### config.mk
export PLATFORM = sky130hd
export DESIGN_NAME = char_lcd_nibble_interface_unit
export DESIGN_NICKNAME = d
export VERILOG_FILES = /design/src/clcd_pkg.sv /design/src/char_lcd_nibble_interface_unit.sv
export SDC_FILE = /design/constraint.sdc
export NUM_CORES = 1
export LEC_CHECK = 0
export ABC_AREA = 1
export BUFFER_PORTS_ARGS = -buffer_cell sky130_fd_sc_hd__buf_2
export CORE_MARGIN = 5
export CORE_UTILIZATION = 25
export CTS_CLUSTER_SIZE = 14
export DETAILED_ROUTE_END_ITERATION = 7
export PLACE_DENSITY_LB_ADDON = 0.12
export SYNTH_ARGS = -nofsm -noshare
export SYNTH_HDL_FRONTEND = slang
export SYNTH_SLANG_ARGS = --single-unit
### constraint.sdc
create_clock -name clk -period 3.11 [get_ports clk]
set_input_delay 0.4665 -clock clk [delete_from_list [all_inputs] [get_ports clk]]
set_output_delay 0.4665 -clock clk [all_outputs]
set_load 0.005 [all_outputs]
### src/clcd_pkg.sv
package clcd_pkg;

  // Width of the tick counter and of the timing registers.
  localparam int unsigned COUNTER_BITS = 20;

  // Request kinds carried by the action field.
  typedef enum logic [1:0] {
    ACT_TICK   = 2'd0,
    ACT_CMD    = 2'd1,
    ACT_TEXT   = 2'd2,
    ACT_CURSOR = 2'd3
  } action_t;

  // Configuration register indexes.
  typedef enum logic [1:0] {
    REG_PULSE = 2'd0,
    REG_HOLD  = 2'd1,
    REG_BOOT  = 2'd2,
    REG_SWAP  = 2'd3
  } cfg_reg_t;

  // Reset values of the timing registers.
  localparam logic [COUNTER_BITS-1:0] PULSE_RESET = COUNTER_BITS'(50);
  localparam logic [COUNTER_BITS-1:0] HOLD_RESET  = COUNTER_BITS'(2000);
  localparam logic [COUNTER_BITS-1:0] BOOT_RESET  = COUNTER_BITS'(50000);

  // Number of bytes in the power-up sequence; a step of this value means done.
  localparam logic [2:0] INIT_DONE = 3'd7;

  // Command bits used by a cursor move.
  localparam logic [7:0] CMD_SET_ADDR = 8'h80;
  localparam logic [7:0] ROW1_BASE    = 8'h40;

  // Power-up sequence: two upper-nibble-only 0x30 writes, then full bytes.
  function automatic logic [7:0] init_byte(input logic [2:0] step);
    logic [7:0] b;
    unique case (step)
      3'd0:    b = 8'h30;
      3'd1:    b = 8'h30;
      3'd2:    b = 8'h32;
      3'd3:    b = 8'h28;
      3'd4:    b = 8'h0C;
      3'd5:    b = 8'h01;
      default: b = 8'h0F;
    endcase
    return b;
  endfunction

endpackage

### src/char_lcd_nibble_interface_unit.sv
// Character LCD controller for a four-bit bus.
// Request channel (req_valid / req_stall): each word is a tick, a command
// byte, a text byte or a cursor move. Ticks are the only sense of time; every
// wait is counted in ticks. Requests other than ticks are refused while the
// controller is busy, which the result shows with accepted low.
// Result channel (res_valid / res_stall): exactly one word per request word,
// giving the pin levels, the idle flag and the accepted flag as they stand
// after that request has been applied.
// The result comes registered in the cycle after its request; one request
// word can be taken every cycle unless the receiver stalls; the state update
// and the result register sit on either side of a single stage of logic.
// When the receiver stalls, the held result stays put and req_stall rises so
// that no further request is taken until the result has gone.
// Configuration (cfg_valid / cfg_ready) is always ready and should be written
// only while the controller is idle.
// After reset the controller waits boot_ticks ticks, then sends the power-up
// sequence before it first reports idle.
module char_lcd_nibble_interface_unit (
  input  logic                                  clk,
  input  logic                                  rst,
  input  logic                                  req_valid,
  output logic                                  req_stall,
  input  logic [1:0]                            action,
  input  logic [7:0]                            byte_value,
  input  logic                                  end_of_text,
  input  logic [5:0]                            column,
  input  logic                                  row,
  output logic                                  res_valid,
  input  logic                                  res_stall,
  output logic [3:0]                            bus_nibble,
  output logic                                  enable_pin,
  output logic                                  select_pin,
  output logic                                  ready_res,
  output logic                                  accepted,
  input  logic                                  cfg_valid,
  output logic                                  cfg_ready,
  input  logic [1:0]                            cfg_index,
  input  logic [clcd_pkg::COUNTER_BITS-1:0]     cfg_data
);
  import clcd_pkg::*;

  typedef enum logic [2:0] {
    PH_BOOT,
    PH_PULSE,
    PH_HOLD,
    PH_BYTE_HOLD,
    PH_EXTRA_HOLD,
    PH_IDLE
  } phase_t;

  // Configuration registers.
  logic [COUNTER_BITS-1:0] pulse_ticks, hold_ticks, boot_ticks;
  logic                    swap_upper_bits;

  // Controller state.
  phase_t                  phase, phase_next;
  logic [COUNTER_BITS-1:0] tick_count, tick_count_next;
  logic [2:0]              init_step, init_step_next;
  logic [7:0]              held_byte, held_byte_next;
  logic                    low_half_next, low_half_next_next;
  logic [3:0]              nibble_reg, nibble_reg_next;
  logic                    enable_reg, enable_reg_next;
  logic                    select_reg, select_reg_next;
  logic                    drop_select, drop_select_next;

  logic                    req_take;
  logic                    acc_next;
  logic [COUNTER_BITS-1:0] limit_raw, limit;
  logic [COUNTER_BITS:0]   count_inc;
  logic                    count_done;
  logic [2:0]              step_inc;
  logic [7:0]              start_val;
  logic                    start_en, start_upper;
  logic [3:0]              pin_levels;

  assign cfg_ready = 1'b1;

  // A request word is taken whenever the result register can be refilled.
  assign req_stall = res_valid & res_stall;
  assign req_take  = req_valid & ~req_stall;

  // Wait limit for the current phase; a zero setting counts as one tick.
  always_comb begin
    unique case (phase)
      PH_BOOT:  limit_raw = boot_ticks;
      PH_PULSE: limit_raw = pulse_ticks;
      default:  limit_raw = hold_ticks;
    endcase
    limit      = (limit_raw == '0) ? COUNTER_BITS'(1) : limit_raw;
    count_inc  = {1'b0, tick_count} + (COUNTER_BITS+1)'(1);
    count_done = count_inc >= {1'b0, limit};
  end

  // Next state for one request word.
  always_comb begin
    phase_next         = phase;
    tick_count_next    = tick_count;
    init_step_next     = init_step;
    held_byte_next     = held_byte;
    low_half_next_next = low_half_next;
    nibble_reg_next    = nibble_reg;
    enable_reg_next    = enable_reg;
    select_reg_next    = select_reg;
    drop_select_next   = drop_select;
    acc_next           = 1'b0;
    start_en           = 1'b0;
    start_upper        = 1'b0;
    start_val          = byte_value;
    step_inc           = init_step + 3'd1;

    if (action_t'(action) == ACT_TICK) begin
      if (phase != PH_IDLE) begin
        tick_count_next = count_done ? '0 : count_inc[COUNTER_BITS-1:0];
      end
      unique case (phase)
        PH_BOOT: begin
          if (count_done) begin
            init_step_next = 3'd0;
            start_en       = 1'b1;
            start_upper    = 1'b1;
            start_val      = init_byte(3'd0);
          end
        end
        PH_PULSE: begin
          if (count_done) begin
            enable_reg_next = 1'b0;
            phase_next      = PH_HOLD;
          end
        end
        PH_HOLD: begin
          if (count_done) begin
            if (low_half_next) begin
              low_half_next_next = 1'b0;
              nibble_reg_next    = held_byte[3:0];
              enable_reg_next    = 1'b1;
              phase_next         = PH_PULSE;
            end else begin
              phase_next = PH_BYTE_HOLD;
            end
          end
        end
        PH_BYTE_HOLD, PH_EXTRA_HOLD: begin
          if (count_done) begin
            if (phase == PH_BYTE_HOLD && init_step == 3'd0) begin
              // The first init write gets a second byte hold for settling.
              phase_next = PH_EXTRA_HOLD;
            end else if (init_step != INIT_DONE) begin
              init_step_next = step_inc;
              if (step_inc != INIT_DONE) begin
                start_en    = 1'b1;
                start_upper = (step_inc == 3'd1);
                start_val   = init_byte(step_inc);
              end else begin
                phase_next = PH_IDLE;
              end
            end else begin
              if (drop_select) begin
                select_reg_next  = 1'b0;
                drop_select_next = 1'b0;
              end
              phase_next = PH_IDLE;
            end
          end
        end
        default: phase_next = PH_IDLE;
      endcase
    end else if (phase == PH_IDLE) begin
      acc_next = 1'b1;
      start_en = 1'b1;
      if (action_t'(action) == ACT_TEXT) begin
        select_reg_next  = 1'b1;
        drop_select_next = end_of_text;
      end else begin
        select_reg_next  = 1'b0;
        drop_select_next = 1'b0;
        if (action_t'(action) == ACT_CURSOR) begin
          start_val = CMD_SET_ADDR | (row ? ROW1_BASE : 8'h00) | {2'b00, column};
        end
      end
    end

    // Load a byte and raise enable with its upper nibble.
    if (start_en) begin
      held_byte_next     = start_val;
      low_half_next_next = ~start_upper;
      nibble_reg_next    = start_val[7:4];
      enable_reg_next    = 1'b1;
      phase_next         = PH_PULSE;
      tick_count_next    = '0;
    end
  end

  // Board routing may swap data bits 2 and 3.
  assign pin_levels = swap_upper_bits ?
    {nibble_reg_next[2], nibble_reg_next[3], nibble_reg_next[1:0]} : nibble_reg_next;

  // Configuration registers.
  always_ff @(posedge clk) begin
    if (rst) begin
      pulse_ticks     <= PULSE_RESET;
      hold_ticks      <= HOLD_RESET;
      boot_ticks      <= BOOT_RESET;
      swap_upper_bits <= 1'b1;
    end else if (cfg_valid && cfg_ready) begin
      unique case (cfg_reg_t'(cfg_index))
        REG_PULSE: pulse_ticks     <= cfg_data;
        REG_HOLD:  hold_ticks      <= cfg_data;
        REG_BOOT:  boot_ticks      <= cfg_data;
        REG_SWAP:  swap_upper_bits <= cfg_data[0];
      endcase
    end
  end

  // Controller state advances once per request word taken.
  always_ff @(posedge clk) begin
    if (rst) begin
      phase         <= PH_BOOT;
      tick_count    <= '0;
      init_step     <= 3'd0;
      held_byte     <= 8'h00;
      low_half_next <= 1'b0;
      nibble_reg    <= 4'h0;
      enable_reg    <= 1'b0;
      select_reg    <= 1'b0;
      drop_select   <= 1'b0;
    end else if (req_take) begin
      phase         <= phase_next;
      tick_count    <= tick_count_next;
      init_step     <= init_step_next;
      held_byte     <= held_byte_next;
      low_half_next <= low_half_next_next;
      nibble_reg    <= nibble_reg_next;
      enable_reg    <= enable_reg_next;
      select_reg    <= select_reg_next;
      drop_select   <= drop_select_next;
    end
  end

  // Result register: valid flag is control, the payload needs no reset.
  always_ff @(posedge clk) begin
    if (rst) begin
      res_valid <= 1'b0;
    end else if (req_take) begin
      res_valid <= 1'b1;
    end else if (!res_stall) begin
      res_valid <= 1'b0;
    end
  end

  always_ff @(posedge clk) begin
    if (req_take) begin
      bus_nibble <= pin_levels;
      enable_pin <= enable_reg_next;
      select_pin <= select_reg_next;
      ready_res  <= (phase_next == PH_IDLE);
      accepted   <= acc_next;
    end
  end

endmodule

# Word-level counts from Yosys, hierarchy flattened
# Index checks and enable logic that the tools add are counted.
[classes]
n_addsub = 2
n_lt_le_gt_ge = 1
n_eq_ne = 28
muxes = 80
bitwise_logic = 5
n_reduce_logical = 24
[op_table]
columns = ["op", "count"]
rows = [
  ["$mux W20", 5],
  ["$mux W8", 9],
  ["$pmux W20 S2", 1],
  ["$mux W1", 38],
  ["$mux W3", 12],
  ["$pmux W6 S5", 1],
  ["$mux W4", 6],
  ["$add A20 B1 Y21 const B", 1],
  ["$ge A21 B20 Y1", 1],
  ["$logic_not A20 Y1", 1],
  ["$pmux W8 S2", 1],
  ["$eq A3 B3 Y1 const B", 5],
  ["$ne A2 B2 Y1 const B", 7],
  ["$eq A3 B2 Y1 const B", 4],
  ["$pmux W3 S4", 1],
  ["$reduce_bool A2 Y1", 6],
  ["$reduce_and A2 Y1", 5],
  ["$logic_not A3 Y1", 3],
  ["$ne A3 B3 Y1 const B", 3],
  ["$eq A2 B2 Y1 const B", 4],
  ["$or A8 B6 Y8", 1],
  ["$mux W7", 1],
  ["$reduce_and A7 Y1", 1],
  ["$eq A3 B1 Y1 const B", 2],
  ["other kinds (14)", 21],
]
[totals]
regBits = 108
input_bits = 45
wordCells = 159

# Depth between registers and ports, before layout
# Gate-level depths: netlist of the first run.
[logic_depth]
word_depth = 12
ltp_mapped = 27

# Worst setup path after synthesis of the first run
# No wires, ideal clock.
[synth_path]
kind = "flip-flop to flip-flop"
start = "register phase[1]"
end = "register bus_nibble[2], data pin"
setup_ps = 252
t_arrival_ps = 2936
path_slack_ps = -78
stages_incl_launch_ff = 24
n_path_buf = 1
synth_period_minus_slack_ps = 3188
path_cell_list = "dfxtp_1 -> nor2_1 -> nand2_2 -> nand2_2 -> inv_2 -> buf_6 -> a221oi_1 -> nand4_1 -> nor3_1 -> nand2_1 -> nand2_1 -> ha_1 -> nand3_1 -> nor2_1 -> nand3_1 -> nand2_1 -> nand2_1 -> nand2_1 -> nor2_1 -> nor2_1 -> nand4_1 -> nand3_1 -> nand3_1 -> nand2_1"
[synth_between]
elab_chain_len = 10
[synth_rtl]
columns = ["element", "line_no", "source"]
rows = [
  ["start: declaration", "char_lcd_nibble_interface_unit.sv:56", "phase_t phase, phase_next;"],
  ["start signal: assignment", "char_lcd_nibble_interface_unit.sv:227", "phase <= phase_next;"],
  ["$eq A3 B1 Y1 or $logic_not A3 Y1 (tied branches)", "char_lcd_nibble_interface_unit.sv:84, char_lcd_nibble_interface_unit.sv:115", ""],
  ["$pmux W20 S2", "char_lcd_nibble_interface_unit.sv:84", "unique case (phase)"],
  ["$logic_not A20 Y1", "char_lcd_nibble_interface_unit.sv:89", "limit = (limit_raw == '0) ? COUNTER_BITS'(1) : limit_raw;"],
  ["$mux W20", "char_lcd_nibble_interface_unit.sv:89", ""],
  ["$ge A21 B20 Y1", "char_lcd_nibble_interface_unit.sv:91", "count_done = count_inc >= {1'b0, limit};"],
  ["$mux W8 (tied with other cells)", "char_lcd_nibble_interface_unit.sv:143", "if (count_done) begin"],
  ["$pmux W8 S2 (tied with other cells)", "char_lcd_nibble_interface_unit.sv:115", "unique case (phase)"],
  ["$mux W8 (tied with other cells)", "char_lcd_nibble_interface_unit.sv:111", "if (action_t'(action) == ACT_TICK) begin"],
  ["$mux W4 (*)", "char_lcd_nibble_interface_unit.sv:183", "if (start_en) begin"],
  ["$mux W4 (*)", "char_lcd_nibble_interface_unit.sv:194", "assign pin_levels = swap_upper_bits ?"],
  ["via pin_levels[2]", "char_lcd_nibble_interface_unit.sv:74", "logic [3:0] pin_levels;"],
  ["end signal: assignment", "char_lcd_nibble_interface_unit.sv:252", "bus_nibble <= pin_levels;"],
  ["end: declaration", "char_lcd_nibble_interface_unit.sv:30", "output logic [3:0] bus_nibble,"],
]
# Mark *: on every way through the listed nets, which the timed path passes. The rest lies on a longest branch.
# A chain may end at the register's enable or synchronous reset.

# Worst setup path after layout of the first run
[layout_path]
start = "register phase[0]"
end = "register bus_nibble[3], data pin"
# Same word-level chain as after synthesis.

==> reports/results.tsv, run 1 <==
stage	metric	value	unit
status	status	finished, violations left	
status	violations	setup timing	
global_routing	track_usage	14.68	%
timing	hold_viol_final	0	
critical_path	crit_arrival	3.41	ns
clocking	clk_pin_slew_worst_paths	0.09	ns
synthesis	syn_nets	1043	
critical_path	cp_cell_sequence	nor2_4, nand2_4, clkinvlp_4, buf_6, a22o_1, a21oi_2, nand4_1, nor2_1, nand2_1, nand2_1, ha_1, nand3_1, nor2_1, nand3_1, nand2_2, a21oi_4, nand2_4, buf_6, nand4_1, nand2_1, nand3_2, nand2_2, nand2_1, nand2_1	
timing	setup_viol	42	
timing	layout_setup_ws	-0.1675	ns
timing	max_freq	305.1	MHz
critical_path	cp-start-kind	flip-flop	
synthesis	synth_largest_area_cell	dfxtp_1	
detailed_routing	num_vias	6526	
finish	finalNonFillerCells	1456	
critical_path	setup.worst_path.class	flip-flop to flip-flop	
power	p_per_area	415.2	nW/um2
detailed_routing	wirelength	21180	um
finish	diodes	0	
die	fp.dieW	170	um
finish	final_cell_area	8905	um2
critical_path	cp_max_fo	7	
finish	syn2layout_area_growth	39.14	%
critical_path	slowest_delay	0.38	ns
global_routing	grt_max_degree	38	
min_path	hp-class	input port to flip-flop	
synthesis	netlist_area	6400	um2
clocking	clkLatencyLatePin	0.37	ns
synthesis	synthCells	971	
die	row_count	58	
die	core-area	25180	um2
critical_path	crit_buf_inv	3	
synthesis	syn_area_per_cell	6.591	um2
timing	clock_skew	0.01819	ns
power	ir_drop	0.0002655	V
critical_path	crit_top_cell	nand2_1	
place	io_buffers	54	
place	dp_hpwl	15250	um
global_routing	grt_pass1_wl	33880	um
timing	slew_headroom	31.65	%
place	gp_congestion	0.8395	
detailed_routing	antenna_left	0	
finish	drive_gt1_share	30.28	%
timing	period_minus_slack	3.277	ns
die	dieArea	28900	um2
detailed_routing	drt_iter0_markers	273	
clocking	ctsHtreeMaxLevel	3	
synthesis	yosysWarnings	0	
place	placed_area	7811	um2
detailed_routing	first_pass_iters	4	
synthesis	yosys.area.top_type_share	31.28	%
clocking	ctsHoldBuffers	0	
timing	rsz0062_at_grt	yes	
finish	n_fill_cell	2720	
finish	fin_nets	1193	
global_routing	first_global_vias	6380	
clocking	cts_buffer_depth	2	
synthesis	ys_ff_latch	108	
clocking	cts_tree	done	
flow_run	drv_cap	0	
clocking	cts_sinks	108	
power	total_power	3.697	mW
place	place_ws	-0.4539	ns
synthesis	synth-edff-count	8	
global_routing	antenna_found_initial	0	
die	start_util	25.41	%
critical_path	endpoint_kind	flip-flop	
global_routing	grt.overflow.total	0	
timing	final_max_slew_viol_count	0	
synthesis	async_reset_ff_share	0	%
die	die_y	170	um
timing	worstMarginPinSlew	1.024	ns
clocking	cts_root_buffer	clkbuf_16	
detailed_routing	route.detailed.drc	0	
detailed_routing	avgViaCountPerCell	4.482	
synthesis	yosysSeqAreaShare	35.03	%
synthesis	synth_cell_type_count	37	
synthesis	synth.area.top_cells	dfxtp_1, nand2_1, nor2_1	
critical_path	cp_slowest_cell	dfxtp_4	
power	p_leak	4.120	nW
synthesis	synth_top_flop_cell	dfxtp_1	
place	dp_cells	1431	
critical_path	required	3.24	ns
clocking	cts_buffers	9	
detailed_routing	wl_per_cell	14.54	um
die	boundaryPins	56	
timing	finalCritPeriodShare	105.4	%
critical_path	cp_top_family	simple AND/OR/NAND/NOR gates	
==> cells in the mapped netlist (7+ instances only) <==
cell and instances:
clkbuf_1 26, nand4_1 17, a221oi_1 13, edfxtp_1 8, xor2_1 17, buf_2 7
ha_1 27, inv_2 7, a21oi_1 54, nor2_1 147, nor3_1 16, dfxtp_1 100
nand2_1 230, o21ai_0 78, inv_1 117, nand3_1 61
==> metal layers <==
metal	track usage (%)	part of all wire [%]
met3	2.184	3.0
met1	19.70	48
met2	25.05	48
met5	0	0
met4	3.333	1.7
==> cells by family after synthesis <==
kind of cell | count (synthesis) | synth area share (%)
buffers and inverters | 162 | 10.05
other | 1 | 0.05859
XOR/XNOR | 17 | 2.326
adder cells (fa/ha/maj) | 27 | 5.279
flip-flops | 108 | 35.03
AO/OA/AOI/OAI | 161 | 14.13
AND/OR/NAND/NOR | 495 | 33.12
==> cells in the final DEF, fill, tap and decap left out, drive strengths merged, types with 2 or more instances in the layout <==
| cell | Yosys | layout |
|---|---|---|
| inv | 124 | 127 |
| ha | 27 | 27 |
| clkbuf | 26 | 9 |
| dfxtp | 100 | 100 |
| a21oi | 54 | 54 |
| edfxtp | 8 | 8 |
| nand4 | 17 | 17 |
| clkinv | 0 | 3 |
| nand2 | 237 | 237 |
| o211ai | 6 | 6 |
| nor3 | 21 | 21 |
| xor2 | 17 | 17 |
| nand3 | 63 | 63 |
| a22o | 4 | 4 |
| buf | 12 | 177 |
| nor2 | 153 | 153 |
| o21ai | 80 | 80 |
| a221oi | 14 | 14 |
| nor3b | 2 | 2 |
==> tightest hold or removal path, cell delays in order <==
cell	delay, ns
buf_2	0.10
nand2_1	0.05
nand3_1	0.06
==> timing repair <==
action                                  4_1_cts  5_1_grt
gates cloned                                  1        0
hold endpoints to repair                      0        0
endpoints found under the setup margin       45       45
pin swaps                                    31       44
gates resized for setup                     104       76
setup buffers                                 6        4
==> final cells by class <==
type / instances / area (um2) / area share [%]
timing repair buffer: 177 / 1291 / 14.50
clock buffer: 9 / 225.2 / 2.529
tap: 330 / 412.9 / 4.637
sequential: 108 / 2255 / 25.32
inverter: 124 / 481.7 / 5.410
multi-input combinational: 701 / 4158 / 46.69
clock inverter: 7 / 81.33 / 0.9133
==> metrics by stage <==
stage                     hold slack, ns  setup TNS, ns  util, %
after floorplan                   0.4289              0        -
after global placement            0.4399         -15.20    31.02
after detailed placement          0.4448         -15.97    31.02
after CTS                         0.3217         -7.105    33.93
after global routing              0.3311         -16.31    35.36
final                             0.3378         -4.256    35.36
==> worst paths after layout <==
path                    end  slack [ns]           start  depth (start not counted)
min reg2reg  boot_ticks[18]        0.46  boot_ticks[18]                          2
max           bus_nibble[3]       -0.17        phase[0]                         24
min           hold_ticks[7]        0.34     cfg_data[7]                          3
max reg2reg   bus_nibble[3]       -0.17        phase[0]                         24
==> power by group <==
group,leakage [nW],internal (mW),switching (mW),total [mW]
registers,0.903,1.48,0.0399,1.52
clock network,0.151,0.579,0.635,1.21
logic,3.07,0.406,0.562,0.967
total,4.12,2.46,1.24,3.70
Note: power is estimated with default switching activity, not from simulation.
==> run 2, diff against run 1 <==
Settings changed: SKIP_LAST_GASP from default to 1.
==> reports/results.tsv, run 2 (synthesized netlist as in run 1, its figures left out) <==
stage	metric	value	unit
power	intPower	2.467	mW
detailed_routing	drt_iter0_markers	286	
global_routing	first_global_vias	6380	
timing	clock_skew	0.01754	ns
finish	diodes	0	
clocking	clkLatencyLatePin	0.37	ns
power	total_power	3.703	mW
global_routing	track_usage	14.70	%
critical_path	slowest_delay	0.35	ns
global_routing	grt_max_degree	38	
power	ir_drop	0.0002637	V
detailed_routing	wl_met2	10250	um
status	violations	setup timing	
die	boundaryPins	56	
critical_path	r2r_end	tick_count[0]	
critical_path	crit_arrival	3.57	ns
detailed_routing	wirelength	21540	um
min_path	holdPathEnd	pulse_ticks[5]	
place	io_buffers	54	
critical_path	setup.worst_path.class	flip-flop to flip-flop	
critical_path	cp_slowest_cell	dfxtp_2	
clocking	cts_tree	done	
detailed_routing	antenna_left	0	
critical_path	r2r_cells	22	
clocking	cts_buffers	9	
power	p_leak	4.142	nW
finish	drive_gt1_share	29.80	%
timing	max_freq	302.1	MHz
critical_path	r2r-start	tick_count[1]	
critical_path	cp_max_fo	10	
finish	final_cell_mix	nand2_1, nor2_1, inv_1	
timing	rsz0062_at_grt	yes	
detailed_routing	top_layer	met4	
finish	syn2layout_area_growth	39.96	%
place	dp_hpwl	15250	um
timing	layout_setup_ws	-0.2000	ns
min_path	hp-class	input port to flip-flop	
finish	layout_commonest_cell	nand2_1	
detailed_routing	first_pass_iters	4	
timing	slew_headroom	31.07	%
power	p_per_area	413.5	nW/um2
detailed_routing	route.detailed.drc	0	
detailed_routing	avgViaCountPerCell	4.508	
min_path	hold_path.startpoint	cfg_data[5]	
critical_path	cp_cell_sequence	nand3_2, nor2_4, nand3_4, nor3_4, buf_4, nand3_1, xor2_2, buf_4, ha_1, nand2_2, o21a_1, nand2_2, a21oi_4, nand2_4, nand3_4, nand2_8, nand2_8, o21ai_4, clkbuf_16, o21ai_0, inv_1, nor2_1	
die	row_count	58	
clocking	clk_pin_slew_worst_paths	0.09	ns
global_routing	grt.overflow.total	0	
flow_run	drv_cap	0	
power	seqPwrFrac	40.9	%
global_routing	antenna_found_initial	0	
finish	fin_nets	1198	
power	pwr-share-comb	26.2	%
power	swShare	33.38	%
detailed_routing	drt-met1-wl	10310	um
timing	period_minus_slack	3.310	ns
timing	tns	-5.479	ns
timing	final_max_slew_viol_count	0	
timing	worstMarginPinSlew	1.033	ns
die	die_y	170	um
detailed_routing	wl_per_cell	14.75	um
clocking	cts_sinks	108	
place	gp_congestion	0.8395	
critical_path	endpoint_kind	flip-flop	
min_path	whs_path_depth	3	
detailed_routing	num_vias	6586	
timing	finalCritPeriodShare	106.4	%
global_routing	grt_pass1_wl	33920	um
power	power.switching	1.236	mW
die	fp.dieW	170	um
clocking	ctsHtreeMaxLevel	3	
die	dieArea	28900	um2
timing	hold_viol_final	0	
critical_path	cp-start-kind	flip-flop	
clocking	cts_buffer_depth	2	
clocking	cts_root_buffer	clkbuf_16	
power	power_frac_clock	32.8	%
critical_path	r2r_slack	-0.20	ns
critical_path	startpoint	tick_count[1]	
die	core-area	25180	um2
timing	setup_viol	43	
timing	fin_hold_ws	0.3373	ns
detailed_routing	met3WireLength	696	um
critical_path	required	3.37	ns
status	status	finished, violations left	
die	start_util	25.41	%
## run 2: changes by cell type in the layout (fill, tap and decap cells not counted), sizes merged
cell,change
clkbuf,+2
buf,+3
## run 2: worst max-delay path by stage
stage	endpoint	slack [ns]
3_5_place_dp	drop_select	-0.45
6_report	tick_count[0]	-0.20
4_1_cts	tick_count[10]	-0.24
2_1_floorplan	tick_count[19]	0.006
5_1_grt	tick_count[14]	-0.48
3_3_place_gp	drop_select	-0.44
## run 2: repair_timing
| item | in CTS | in global routing |
|---|---|---|
| hold buffers | 0 | 0 |
| pin swaps | 31 | 40 |
| cloned | 1 | 2 |
| resized for setup | 99 | 72 |
| buffers inserted | 6 | 6 |
| setup endpoints to repair | 45 | 45 |
## run 2: power by group through the flow
| stage | Clock (mW) | Combinational, mW | Sequential [mW] |
|---|---|---|---|
| after floorplan | 0 | 0.437 | 1.54 |
| after global placement | 0 | 0.810 | 1.54 |
| after detailed placement | 0 | 0.803 | 1.54 |
| after CTS | 1.27 | 0.913 | 1.51 |
| after global routing | 1.32 | 1.08 | 1.52 |
| final | 1.22 | 0.972 | 1.52 |
## run 2: layer usage
metal  vias to the layer above  global-route usage (%)
li1                       3447                       -
met1                      3027                   19.68
met2                        93                   25.03
met3                        19                   2.253
met4                         0                   3.403
met5                         -                       0
## run 2: cell type report
cell class	instances	area (um2)
well taps	330	412.9
multi-input cells	701	4146
inverters	124	479.2
fillers	2736	16220
flip-flops and latches	108	2256
clock inverters	7	81.33
clock buffers	9	225.2
repair buffers	182	1356
## run 2: worst max-delay path, delay by kind of cell, from the launching register on
kind | cells | cell delay, ns
buf+inv | 4 | 0.56
fa+ha+maj | 1 | 0.28
simple gates | 12 | 1.32
compound gates | 4 | 0.48
flops | 1 | 0.35
xor+xnor | 1 | 0.18
## run 2: metrics by stage
stage / utilization [%] / setup WS, ns / cell area (um2) / instances
after global routing: 35.57 / -0.4759 / 8957 / 1461
after floorplan: - / 0.005902 / 6407 / 971
after global placement: 31.02 / -0.4448 / 7811 / 1431
after CTS: 33.86 / -0.2357 / 8527 / 1453
final: 35.57 / -0.2000 / 8957 / 1461
after detailed placement: 31.02 / -0.4539 / 7811 / 1431
